==> config.mk <==
export PLATFORM = sky130hd
export DESIGN_NAME = arm_banked_register_file
export DESIGN_NICKNAME = d
export VERILOG_FILES = /design/src/hw/rtl/abrf_pkg.sv /design/src/hw/rtl/arm_banked_register_file.sv
export SDC_FILE = /design/constraint.sdc
export NUM_CORES = 2
export LEC_CHECK = 0
export ABC_CLOCK_PERIOD_IN_PS = 10900
export BUFFER_PORTS_ARGS = -buffer_cell sky130_fd_sc_hd__buf_2
export CORE_MARGIN = 4
export CORE_UTILIZATION = 60
export CTS_BUF_LIST = sky130_fd_sc_hd__clkbuf_16
export CTS_CLUSTER_DIAMETER = 80
export CTS_CLUSTER_SIZE = 16
export DETAILED_ROUTE_END_ITERATION = 12
export GPL_TIMING_DRIVEN = 0
export PLACE_DENSITY = 0.75
export SLEW_MARGIN = 20
export SYNTH_ARGS = -nofsm -noshare
export SYNTH_HDL_FRONTEND = slang
export SYNTH_SLANG_ARGS = --single-unit
==> constraint.sdc <==
create_clock -name clk -period 10.9 [get_ports clk]
set_input_delay 2.18 -clock clk [delete_from_list [all_inputs] [get_ports clk]]
set_output_delay 2.18 -clock clk [all_outputs]
set_load 0.02 [all_outputs]
==> src/hw/rtl/abrf_pkg.sv <==
package abrf_pkg;

  // access codes of the input item
  typedef enum logic [1:0] {
    OP_READ       = 2'd0,
    OP_WRITE      = 2'd1,
    OP_READ_USER  = 2'd2,
    OP_WRITE_USER = 2'd3
  } op_t;

  // processor modes, cpsr bits 4:0
  localparam logic [4:0] MODE_USR = 5'h10;
  localparam logic [4:0] MODE_FIQ = 5'h11;
  localparam logic [4:0] MODE_IRQ = 5'h12;
  localparam logic [4:0] MODE_SVC = 5'h13;
  localparam logic [4:0] MODE_ABT = 5'h17;
  localparam logic [4:0] MODE_UND = 5'h1B;
  localparam logic [4:0] MODE_SYS = 5'h1F;

  // logical register numbers
  localparam logic [4:0] IDX_FIQ_LO = 5'd8;
  localparam logic [4:0] IDX_FIQ_HI = 5'd12;
  localparam logic [4:0] IDX_SP     = 5'd13;
  localparam logic [4:0] IDX_LR     = 5'd14;
  localparam logic [4:0] IDX_PC     = 5'd15;
  localparam logic [4:0] IDX_CPSR   = 5'd16;
  localparam logic [4:0] IDX_SPSR   = 5'd17;

  // bank sizes
  localparam int unsigned N_SHARED = 13;
  localparam int unsigned N_FIQ    = 5;
  localparam int unsigned N_SP_LR  = 6;
  localparam int unsigned N_SPSR   = 5;

  localparam logic [31:0] ALL_ONES = 32'hFFFF_FFFF;
  localparam logic [31:0] UNKNOWN_READ = 32'd1;

  typedef struct packed {
    logic       ok;
    logic [2:0] idx;
  } bank_sel_t;

  // r13/r14 bank of a mode: 0 user/system, 1 fiq .. 5 undefined
  function automatic bank_sel_t sp_lr_bank(input logic [4:0] mode);
    bank_sel_t b;
    b.ok = 1'b1;
    case (mode)
      MODE_USR: b.idx = 3'd0;
      MODE_SYS: b.idx = 3'd0;
      MODE_FIQ: b.idx = 3'd1;
      MODE_IRQ: b.idx = 3'd2;
      MODE_SVC: b.idx = 3'd3;
      MODE_ABT: b.idx = 3'd4;
      MODE_UND: b.idx = 3'd5;
      default: begin
        b.ok  = 1'b0;
        b.idx = 3'd0;
      end
    endcase
    return b;
  endfunction

endpackage

==> src/hw/rtl/arm_banked_register_file.sv <==
// Banked register file for an ARMv5 core. Each item reads or writes one logical
// register (r0-r15, 16 cpsr, 17 spsr), in the current mode taken from cpsr[4:0]
// or forced to the user bank. One item is accepted every clock while out_ready
// holds or no result waits; its result reaches the outputs through the input register,
// then the result register, which lets the next item be taken while a result waits.
// State updates in item order, so a cpsr write changes the mode and the
// has_spsr/privileged flags from the following item on. Unless forced to the user
// bank, reads of r13, r14 or spsr in an invalid mode, and of spsr in user or system
// mode, return all ones; numbers 18-31 read 1 and ignore writes. Registers reset to 0.
module arm_banked_register_file (
  input  logic        clk,
  input  logic        rst_n,
  input  logic        in_valid,
  output logic        in_ready,
  input  logic [1:0]  in_operation,
  input  logic [4:0]  in_reg_index,
  input  logic [31:0] in_write_value,
  output logic        out_valid,
  input  logic        out_ready,
  output logic [31:0] out_read_data,
  output logic        out_has_spsr,
  output logic        out_privileged
);
  import abrf_pkg::*;

  // input stage
  logic        s1_valid_r;
  logic [1:0]  s1_op_r;
  logic [4:0]  s1_idx_r;
  logic [31:0] s1_val_r;

  // result stage
  logic        out_valid_r;
  logic [31:0] out_data_r;
  logic        out_spsr_r;
  logic        out_priv_r;

  // register banks
  logic [31:0] shared_regs_r     [N_SHARED];
  logic [31:0] fiq_high_regs_r   [N_FIQ];
  logic [31:0] stack_ptr_bank_r  [N_SP_LR];
  logic [31:0] link_reg_bank_r   [N_SP_LR];
  logic [31:0] saved_status_r    [N_SPSR];
  logic [31:0] program_counter_r;
  logic [31:0] status_word_r;

  logic        advance;
  logic        do_access;
  logic        is_write;
  logic        user_bank;
  logic [4:0]  mode;
  logic        in_fiq;
  logic        is_fiq_range;
  logic        use_fiq;
  bank_sel_t   mode_bank;
  bank_sel_t   sp_bank;
  logic        spsr_ok;
  logic [2:0]  spsr_idx;
  logic [3:0]  shared_idx;
  logic [2:0]  fiq_idx;
  logic [31:0] rd_data;
  logic [31:0] data_nxt;
  logic        has_spsr_nxt;
  logic        priv_nxt;

  // handshake
  assign advance   = !out_valid_r || out_ready;
  assign in_ready  = !s1_valid_r || advance;
  assign do_access = s1_valid_r && advance;

  // decode of the held item
  assign is_write     = s1_op_r[0];
  assign user_bank    = s1_op_r[1];
  assign mode         = status_word_r[4:0];
  assign in_fiq       = (mode == MODE_FIQ);
  assign is_fiq_range = (s1_idx_r >= IDX_FIQ_LO) && (s1_idx_r <= IDX_FIQ_HI);
  assign use_fiq      = !user_bank && in_fiq;
  assign mode_bank    = sp_lr_bank(mode);
  assign shared_idx   = s1_idx_r[3:0];
  assign fiq_idx      = 3'(s1_idx_r - IDX_FIQ_LO);

  // r13/r14 bank, user bank when forced
  always_comb begin
    if (user_bank) begin
      sp_bank.ok  = 1'b1;
      sp_bank.idx = 3'd0;
    end else begin
      sp_bank = mode_bank;
    end
  end

  // spsr bank exists only in exception modes
  assign spsr_ok  = mode_bank.ok && (mode_bank.idx != 3'd0);
  assign spsr_idx = mode_bank.idx - 3'd1;

  // read mux
  always_comb begin
    rd_data = UNKNOWN_READ;
    if (s1_idx_r < IDX_FIQ_LO) begin
      rd_data = shared_regs_r[shared_idx];
    end else if (is_fiq_range) begin
      rd_data = use_fiq ? fiq_high_regs_r[fiq_idx] : shared_regs_r[shared_idx];
    end else if (s1_idx_r == IDX_SP || s1_idx_r == IDX_LR) begin
      if (!sp_bank.ok) begin
        rd_data = ALL_ONES;
      end else if (s1_idx_r == IDX_SP) begin
        rd_data = stack_ptr_bank_r[sp_bank.idx];
      end else begin
        rd_data = link_reg_bank_r[sp_bank.idx];
      end
    end else if (s1_idx_r == IDX_PC) begin
      rd_data = program_counter_r;
    end else if (s1_idx_r == IDX_CPSR) begin
      rd_data = status_word_r;
    end else if (s1_idx_r == IDX_SPSR && !user_bank) begin
      rd_data = spsr_ok ? saved_status_r[spsr_idx] : ALL_ONES;
    end
  end

  // result fields, flags from the mode before the access
  assign data_nxt     = is_write ? 32'd0 : rd_data;
  assign has_spsr_nxt = (mode != MODE_USR) && (mode != MODE_SYS);
  assign priv_nxt     = (mode != MODE_USR);

  // input register
  always_ff @(posedge clk) begin
    if (!rst_n) begin
      s1_valid_r <= 1'b0;
    end else if (in_ready) begin
      s1_valid_r <= in_valid;
    end
    if (in_ready && in_valid) begin
      s1_op_r  <= in_operation;
      s1_idx_r <= in_reg_index;
      s1_val_r <= in_write_value;
    end
  end

  // result register
  always_ff @(posedge clk) begin
    if (!rst_n) begin
      out_valid_r <= 1'b0;
    end else if (advance) begin
      out_valid_r <= s1_valid_r;
    end
    if (do_access) begin
      out_data_r <= data_nxt;
      out_spsr_r <= has_spsr_nxt;
      out_priv_r <= priv_nxt;
    end
  end

  // register bank writes
  always_ff @(posedge clk) begin
    if (!rst_n) begin
      for (int i = 0; i < N_SHARED; i++) shared_regs_r[i] <= '0;
      for (int i = 0; i < N_FIQ; i++) fiq_high_regs_r[i] <= '0;
      for (int i = 0; i < N_SP_LR; i++) begin
        stack_ptr_bank_r[i] <= '0;
        link_reg_bank_r[i]  <= '0;
      end
      for (int i = 0; i < N_SPSR; i++) saved_status_r[i] <= '0;
      program_counter_r <= '0;
      status_word_r     <= '0;
    end else if (do_access && is_write) begin
      if (s1_idx_r < IDX_FIQ_LO) begin
        shared_regs_r[shared_idx] <= s1_val_r;
      end else if (is_fiq_range) begin
        if (use_fiq) begin
          fiq_high_regs_r[fiq_idx] <= s1_val_r;
        end else begin
          shared_regs_r[shared_idx] <= s1_val_r;
        end
      end else if (s1_idx_r == IDX_SP) begin
        if (sp_bank.ok) begin
          stack_ptr_bank_r[sp_bank.idx] <= s1_val_r;
        end
      end else if (s1_idx_r == IDX_LR) begin
        if (sp_bank.ok) begin
          link_reg_bank_r[sp_bank.idx] <= s1_val_r;
        end
      end else if (s1_idx_r == IDX_PC) begin
        program_counter_r <= s1_val_r;
      end else if (s1_idx_r == IDX_CPSR) begin
        status_word_r <= s1_val_r;
      end else if (s1_idx_r == IDX_SPSR && !user_bank && spsr_ok) begin
        saved_status_r[spsr_idx] <= s1_val_r;
      end
    end
  end

  assign out_valid      = out_valid_r;
  assign out_read_data  = out_data_r;
  assign out_has_spsr   = out_spsr_r;
  assign out_privileged = out_priv_r;

endmodule

## Word level (Yosys, flattened, before mapping)

Memory sizes are Yosys's and may differ from the RTL's. A register that Yosys moved wholly into a read port is not among the register bits.
Index checks and enable logic that the tools add are counted.

| storage, ports and cells | value |
|---|---|
| register bits after elaboration | 139 |
| RAM bits | 1120 |
| output and inout port bits | 36 |
| memories kept | 5 |

| cells by class | value |
|---|---|
| add/subtract/negate cells | 2 |
| magnitude comparators | 3 |
| equal/unequal tests | 14 |
| mux-type cells | 71 |
| bitwise operators | 6 |
| reduce and logical (&&, ||, !) cells | 24 |

Memory list:

| memory | words | width | read ports | clocked after memory_dff | write ports | RTL line | RTL |
|---|---|---|---|---|---|---|---|
| shared_regs_r | 13 | 32 | 1 | 1 | 13 | arm_banked_register_file.sv:39 | `logic [31:0] shared_regs_r [N_SHARED];` |
| link_reg_bank_r | 6 | 32 | 1 | 0 | 6 | arm_banked_register_file.sv:42 | `logic [31:0] link_reg_bank_r [N_SP_LR];` |
| stack_ptr_bank_r | 6 | 32 | 1 | 0 | 6 | arm_banked_register_file.sv:41 | `logic [31:0] stack_ptr_bank_r [N_SP_LR];` |
| fiq_high_regs_r | 5 | 32 | 1 | 0 | 5 | arm_banked_register_file.sv:40 | `logic [31:0] fiq_high_regs_r [N_FIQ];` |
| saved_status_r | 5 | 32 | 1 | 0 | 5 | arm_banked_register_file.sv:43 | `logic [31:0] saved_status_r [N_SPSR];` |

Operators with widths:

| kind | count |
|---|---|
| 32-bit 2-to-1 mux | 16 |
| 32-bit OR reduction | 5 |
| 1-bit 2-to-1 mux | 47 |
| 5-bit equality test, second input constant | 9 |
| 5-bit by 4-bit equality test with 1-bit output, second input constant | 3 |
| 3-bit case mux with 5 select lines | 1 |
| 3-bit 2-to-1 mux | 4 |
| 4-bit 2-to-1 mux | 3 |
| 5-bit != test, second input constant | 2 |
| 1-bit logical AND | 9 |
| 7-bit AND reduction | 1 |
| 7-bit OR reduction | 1 |
| 6-bit AND reduction | 1 |
| 3-bit by 1-bit subtractor with 3-bit output, second input constant | 2 |
| 5-bit by 4-bit >= comparator with 1-bit output, second input constant | 1 |
| 5-bit by 4-bit less-or-equal comparator with 1-bit output, second input constant | 1 |
| 5-bit by 4-bit < comparator with 1-bit output, second input constant | 1 |
| 1-bit NOT | 5 |
| 1-bit zero test | 3 |
| 1-bit logical OR | 3 |
| 3-bit nonzero test | 1 |
| 1-bit bitwise OR | 1 |

## Depth between registers and ports, before layout

| depth | value |
|---|---|
| depth in word-level cells | 17 |
| depth in mapped cells | 15 |
| mapped depth without buffers | 11 |

## Least setup slack after synthesis

Ideal clock, no wire load.

| path | value |
|---|---|
| path type | in2reg |
| start | input out_ready |
| end | memory saved_status_r[0][0] (enable) |
| setup time | 0.466 ns |
| arrival time | 5.401 ns |
| data required time | 10.434 ns |
| slack | 5.033 ns |
| stages | 7 |
| path through | nand2b_1 > and3_1 > clkbuf_1 > nand2_1 > nor3_2 > nand2_1 > o21ai_0 |

RTL lines:

| item | RTL line | RTL |
|---|---|---|
| start, declared | arm_banked_register_file.sv:19 | `input logic out_ready,` |
| end, declared | arm_banked_register_file.sv:43 |  |

## Worst setup path in the final report

| path | value |
|---|---|
| start | register status_word_r[3] |
| end | register out_data_r[23], in the netlist out_read_data[23], data pin |

| between the ends | value |
|---|---|
| word-level cells in the longest chain between the ends | 11 |

Ends and longest elaborated chain:

| item | RTL line | RTL |
|---|---|---|
| start, declared | arm_banked_register_file.sv:45 | `logic [31:0] status_word_r;` |
| start signal, assigned | arm_banked_register_file.sv:185 | `status_word_r <= s1_val_r;` |
| 5-bit equality test, on equally long branches | abrf_pkg.sv:47, arm_banked_register_file.sv:75 |  |
| 3-bit case mux with 5 select lines / 7-bit OR reduction (equally long branches) | n/a |  |
| 3-bit by 1-bit subtractor with 3-bit output (tied with other cells) | arm_banked_register_file.sv:94 | `assign spsr_idx = mode_bank.idx - 3'd1;` |
| memory read 5 x 32 bit / 1-bit logical AND (equally long branches) | n/a |  |
| 32-bit 2-to-1 mux | arm_banked_register_file.sv:116 | `rd_data = spsr_ok ? saved_status_r[spsr_idx] : ALL_ONES;` |
| 32-bit 2-to-1 mux | arm_banked_register_file.sv:115 | `end else if (s1_idx_r == IDX_SPSR && !user_bank) begin` |
| 32-bit 2-to-1 mux | arm_banked_register_file.sv:113 | `end else if (s1_idx_r == IDX_CPSR) begin` |
| 32-bit 2-to-1 mux | arm_banked_register_file.sv:111 | `end else if (s1_idx_r == IDX_PC) begin` |
| 32-bit 2-to-1 mux | arm_banked_register_file.sv:103 | `end else if (s1_idx_r == IDX_SP \|\| s1_idx_r == IDX_LR) begin` |
| 32-bit 2-to-1 mux (*) | arm_banked_register_file.sv:101 | `end else if (is_fiq_range) begin` |
| 32-bit 2-to-1 mux (*) | arm_banked_register_file.sv:99 | `if (s1_idx_r < IDX_FIQ_LO) begin` |
| end signal, assigned | arm_banked_register_file.sv:147 | `out_data_r <= data_nxt;` |
| end, declared | arm_banked_register_file.sv:34 | `logic [31:0] out_data_r;` |

Mark *: on every way between the ends. The rest lies on a longest branch, timed or not.
A chain may end at the register's enable or synchronous reset.

==> results by group <==
Synth
  – Post-synth top area share: between 60% and 70%
  – Seq/Total Area, Yosys: 68.3%
  – Synth Register Bits: between 1500 and 2000
  – Cell Area, Synth: between 0.06 and 0.07 sq mm
  – Netlist cell types: between 60 and 70
  – Area leader, netlist: edfxtp_1
  – Synth area leaders: edfxtp_1, mux4_2, and2_1
  – Syn_area_per_cell: approximately 15 sq um
  – Number of flops mapped to enable cells by yosys: 1483
  – Synth warn: 0
  – Async S/R FF share, synth: 0%
  – Cells after Synth: 4637
  – Top FF cell, synth: edfxtp_1

STA
  – Final setup TNS: 0 ns
  – Setup violators final: 0
  – Rel. slew slack: 10.6%
  – Worst slew pin tran: between 1 and 1.5 ns
  – Final clock period utilization by the worst path: between 50 and 60%
  – Worst clock skew: 0.0604 ns
  – Slew Viols, Final: 0
  – Fmax: 166 MHz
  – Period minus WS final: 6.03 ns
  – RSZ-0062 raised after global routing: false
  – Final hold vios: 0

Global route
  – Largest net degree at the start of global routing: 44
  – GRT Overall Usage: 36.1%
  – First-pass GRT wire length: between 200000 and 300000 um
  – Initial antenna violation count: 20
  – Gr ovfl total: 0
  – Vias in the first global route: about 42000

Setup path
  – End of the worst register-to-register path: out_read_data[23]
  – Critical path, cell by cell: buf_2 -> nand2b_1 -> and3_1 -> inv_2 -> buf_1 -> ha_1 -> ha_1 -> clkbuf_1 -> buf_2 -> clkbuf_1 -> mux4_2 -> o22ai_1 -> o22ai_1 -> a211oi_1 -> o22ai_1
  – CP Data Required Time: 11.32 ns
  – Startpoint types: flop
  – Worst R2R Setup Slack: roughly 5 ns
  – Critical Path End Type: flop
  – Crit path buffers/inverters: 6
  – Crit path max fanout: 10
  – Reg2Reg Launch Point: status_word_r[3]
  – Setup CP Type: flop to flop
  – CP max stage cell: buf_1
  – Worst R2R Path Depth: 15
  – Worst path max stage delay: roughly 0.79 ns
  – Critical Path Most Common Cell: o22ai_1
  – Family with the most delay on the worst path: buffers and inverters
  – Worst Path Arrival: about 6.4 ns

Place
  – PortBufs: 77
  – Post-DP HPWL: 150000 um
  – GP Congestion: 1.03
  – Placed Cells: 6451

Clock network
  – Clock buffer count from CTS: 107
  – Clock latency on the worst-skew pair: 0.74 ns
  – Clock sink count: between 1500 and 2000
  – H-tree depth: 3
  – CTS root buffer: clkbuf_16
  – Post-CTS sizing: 0
  – Hold buffer count at cts: 0
  – TritonCTS clock tree: yes
  – CTS Buffer Depth: 3
  – Clock transition at path regs: 0.08 ns
  – Setup Buffers After CTS: 0

Drt
  – DRT Pass-1 Iters: 6
  – Via/cell ratio: 6.56
  – Wire per inst: 31.9 um
  – Residual DRC: 0
  – DRT iter0 DRCs: 7391
  – Post-Route WL: 211000 um
  – Via count: 43400
  – Post-DRT Antenna Nets: 0

Worst hold path
  – Min-delay src: status_word_r[30]
  – Hold Crit Endpoint: status_word_r[30]
  – HP Class: flop to flop
  – Hold Path Cell Cnt: 2

Run
  – Max cap viols: 0

Floorplanning
  – Die Ht: 343 um
  – Initial core utilization: between 60 and 70%
  – Die span in x: around 340 um
  – Rows: 122
  – I/O pin count: 79
  – DIE AREA: around 0.12 sq mm
  – Core Area: roughly 0.11 sq mm

Final layout
  – Register Area: 0.0459 sq mm
  – Synthesis-to-finish area growth: 11.2%
  – Nets: 5117
  – Multi-input logic area: 0.0204 sq mm
  – Share of layout cells above drive strength 1: 13.7%
  – Fillers: 7742
  – Final cell count without fillers: 6621

Power and ir drop
  – Worst vdd ir: 154 uV
  – LEAKAGE: 26.6 nW
  – Pwr/cell area: approximately 150 mW/mm^2

Run status
  – Status: completed
## how the worst max path moves through the flow
stage / end / cells after the start / slack, ns / from
floorplan: saved_status_r[0][0] / 7 / 5.03 / out_ready
global placement: shared_regs_r[2][17] / 7 / 1.47 / out_ready
detailed placement: out_read_data[22] / 15 / 5.17 / status_word_r[3]
CTS: out_read_data[22] / 15 / 5.15 / status_word_r[3]
global route: out_read_data[23] / 15 / 4.84 / status_word_r[3]
finish: out_read_data[23] / 15 / 4.87 / status_word_r[3]
## registers in the layout, summed over array words and instances, names as in the netlist, named ones only
signal	count
s1_op_r	2
out_valid	1
out_privileged	1
out_read_data	32
saved_status_r	256
s1_idx_r	5
link_reg_bank_r	194
stack_ptr_bank_r	192
program_counter_r	32
fiq_high_regs_r	256
status_word_r	32
out_has_spsr	1
s1_val_r	32
s1_valid_r	1
shared_regs_r	512
## Yosys cell counts, types with 27 or more instances
master / n
a211oi_1: 65
a21boi_0: 65
a21oi_1: 74
a221o_1: 28
a31oi_1: 32
a32oi_1: 32
and2_1: 802
buf_2: 90
clkbuf_1: 290
dfxtp_1: 70
edfxtp_1: 1483
inv_1: 67
mux2i_1: 93
mux4_2: 256
nand2_1: 421
nor2_1: 289
nor2b_1: 40
nor3b_1: 27
o21ai_0: 69
o21bai_1: 28
o22ai_1: 166
## power by group
group          internal [W]  leakage, nW  switching, W
combinational      0.000291         9.53      0.000593
sequential          0.00673         15.5      0.000102
clock               0.00180         1.62       0.00199
## through the flow
step	cell area (sq um)	utilization, %	hold WS, ns	total power (W)	setup slack (ns)
2_1_floorplan	68000	-	0.443	0.00738	5.03
3_3_place_gp	70300	63.3	0.450	0.00776	1.47
3_5_place_dp	71800	64.7	0.458	0.00781	5.17
4_1_cts	74800	67.4	0.468	0.0115	5.15
5_1_grt	74800	67.4	0.488	0.0118	4.84
6_report	74800	67.4	0.469	0.0115	4.87
## layout by cell type (no fill, tap or decap), types with 5 or more instances in the layout
cell	count
a221o_1	28
inv_1	109
conb_1	194
and2_1	801
dfxtp_1	70
o21ai_0	46
nor2_1	288
a21boi_0	65
diode_2	12
buf_12	8
o221ai_1	7
o22ai_1	166
a21oi_1	74
nor2b_1	40
clkbuf_1	273
nor3_2	5
a32oi_1	32
and3_1	8
a31oi_1	32
buf_4	14
mux4_2	256
o21ai_4	23
buf_1	7
nand3_1	16
nand2_1	412
nor3_1	5
buf_2	167
edfxtp_1	1483
clkbuf_2	37
clkbuf_16	110
o21bai_1	28
a211oi_1	65
buf_16	31
buf_8	9
mux2i_1	93
nor2_2	5
nor3b_1	27
mux2_2	5
nand2b_1	11
nand2_2	9
## layout make-up
type                       instances  area share (%)
timing repair buffer             133            2.14
clock buffer                     110            3.68
inverter                          68           0.344
multi-input combinational       2795            27.3
clock inverter                    48           0.314
tap                             1488            2.49
antenna                           12          0.0401
buffer                           414            2.32
sequential                      1553            61.4
## kinds of logic (layout without fill, tap and decap cells)
family                   after synthesis  in the layout  share of synthesized area (%)
multiplexers                         354            354                           10.0
XOR/XNOR                               2              2                         0.0260
other                                  1            206                        0.00557
flip-flops                          1553           1553                           68.3
AO/OA/AOI/OAI                        590            590                           5.89
buffers and inverters                482            773                           2.93
adder cells (fa/ha/maj)                2              2                         0.0372
AND/OR/NAND/NOR                     1653           1653                           12.8
## worst reg2reg max path, delay by kind of cell, from the launching register on
kind	cells	cell delay, ns
buf+inv	6	2.78
simple gates	2	0.40
mux	1	0.44
flops	1	0.36
compound gates	4	1.27
fa+ha+maj	2	0.49
## layer usage
metal  part of all wire, %  GRT usage (%)  wire length, um
met5                 0.037              0               78
met4                   6.7           19.1            14200
met3                    15           13.4            32300
met2                    44           53.1            92600
met1                    34           47.4            72100
(Power assumes the default switching activity.)
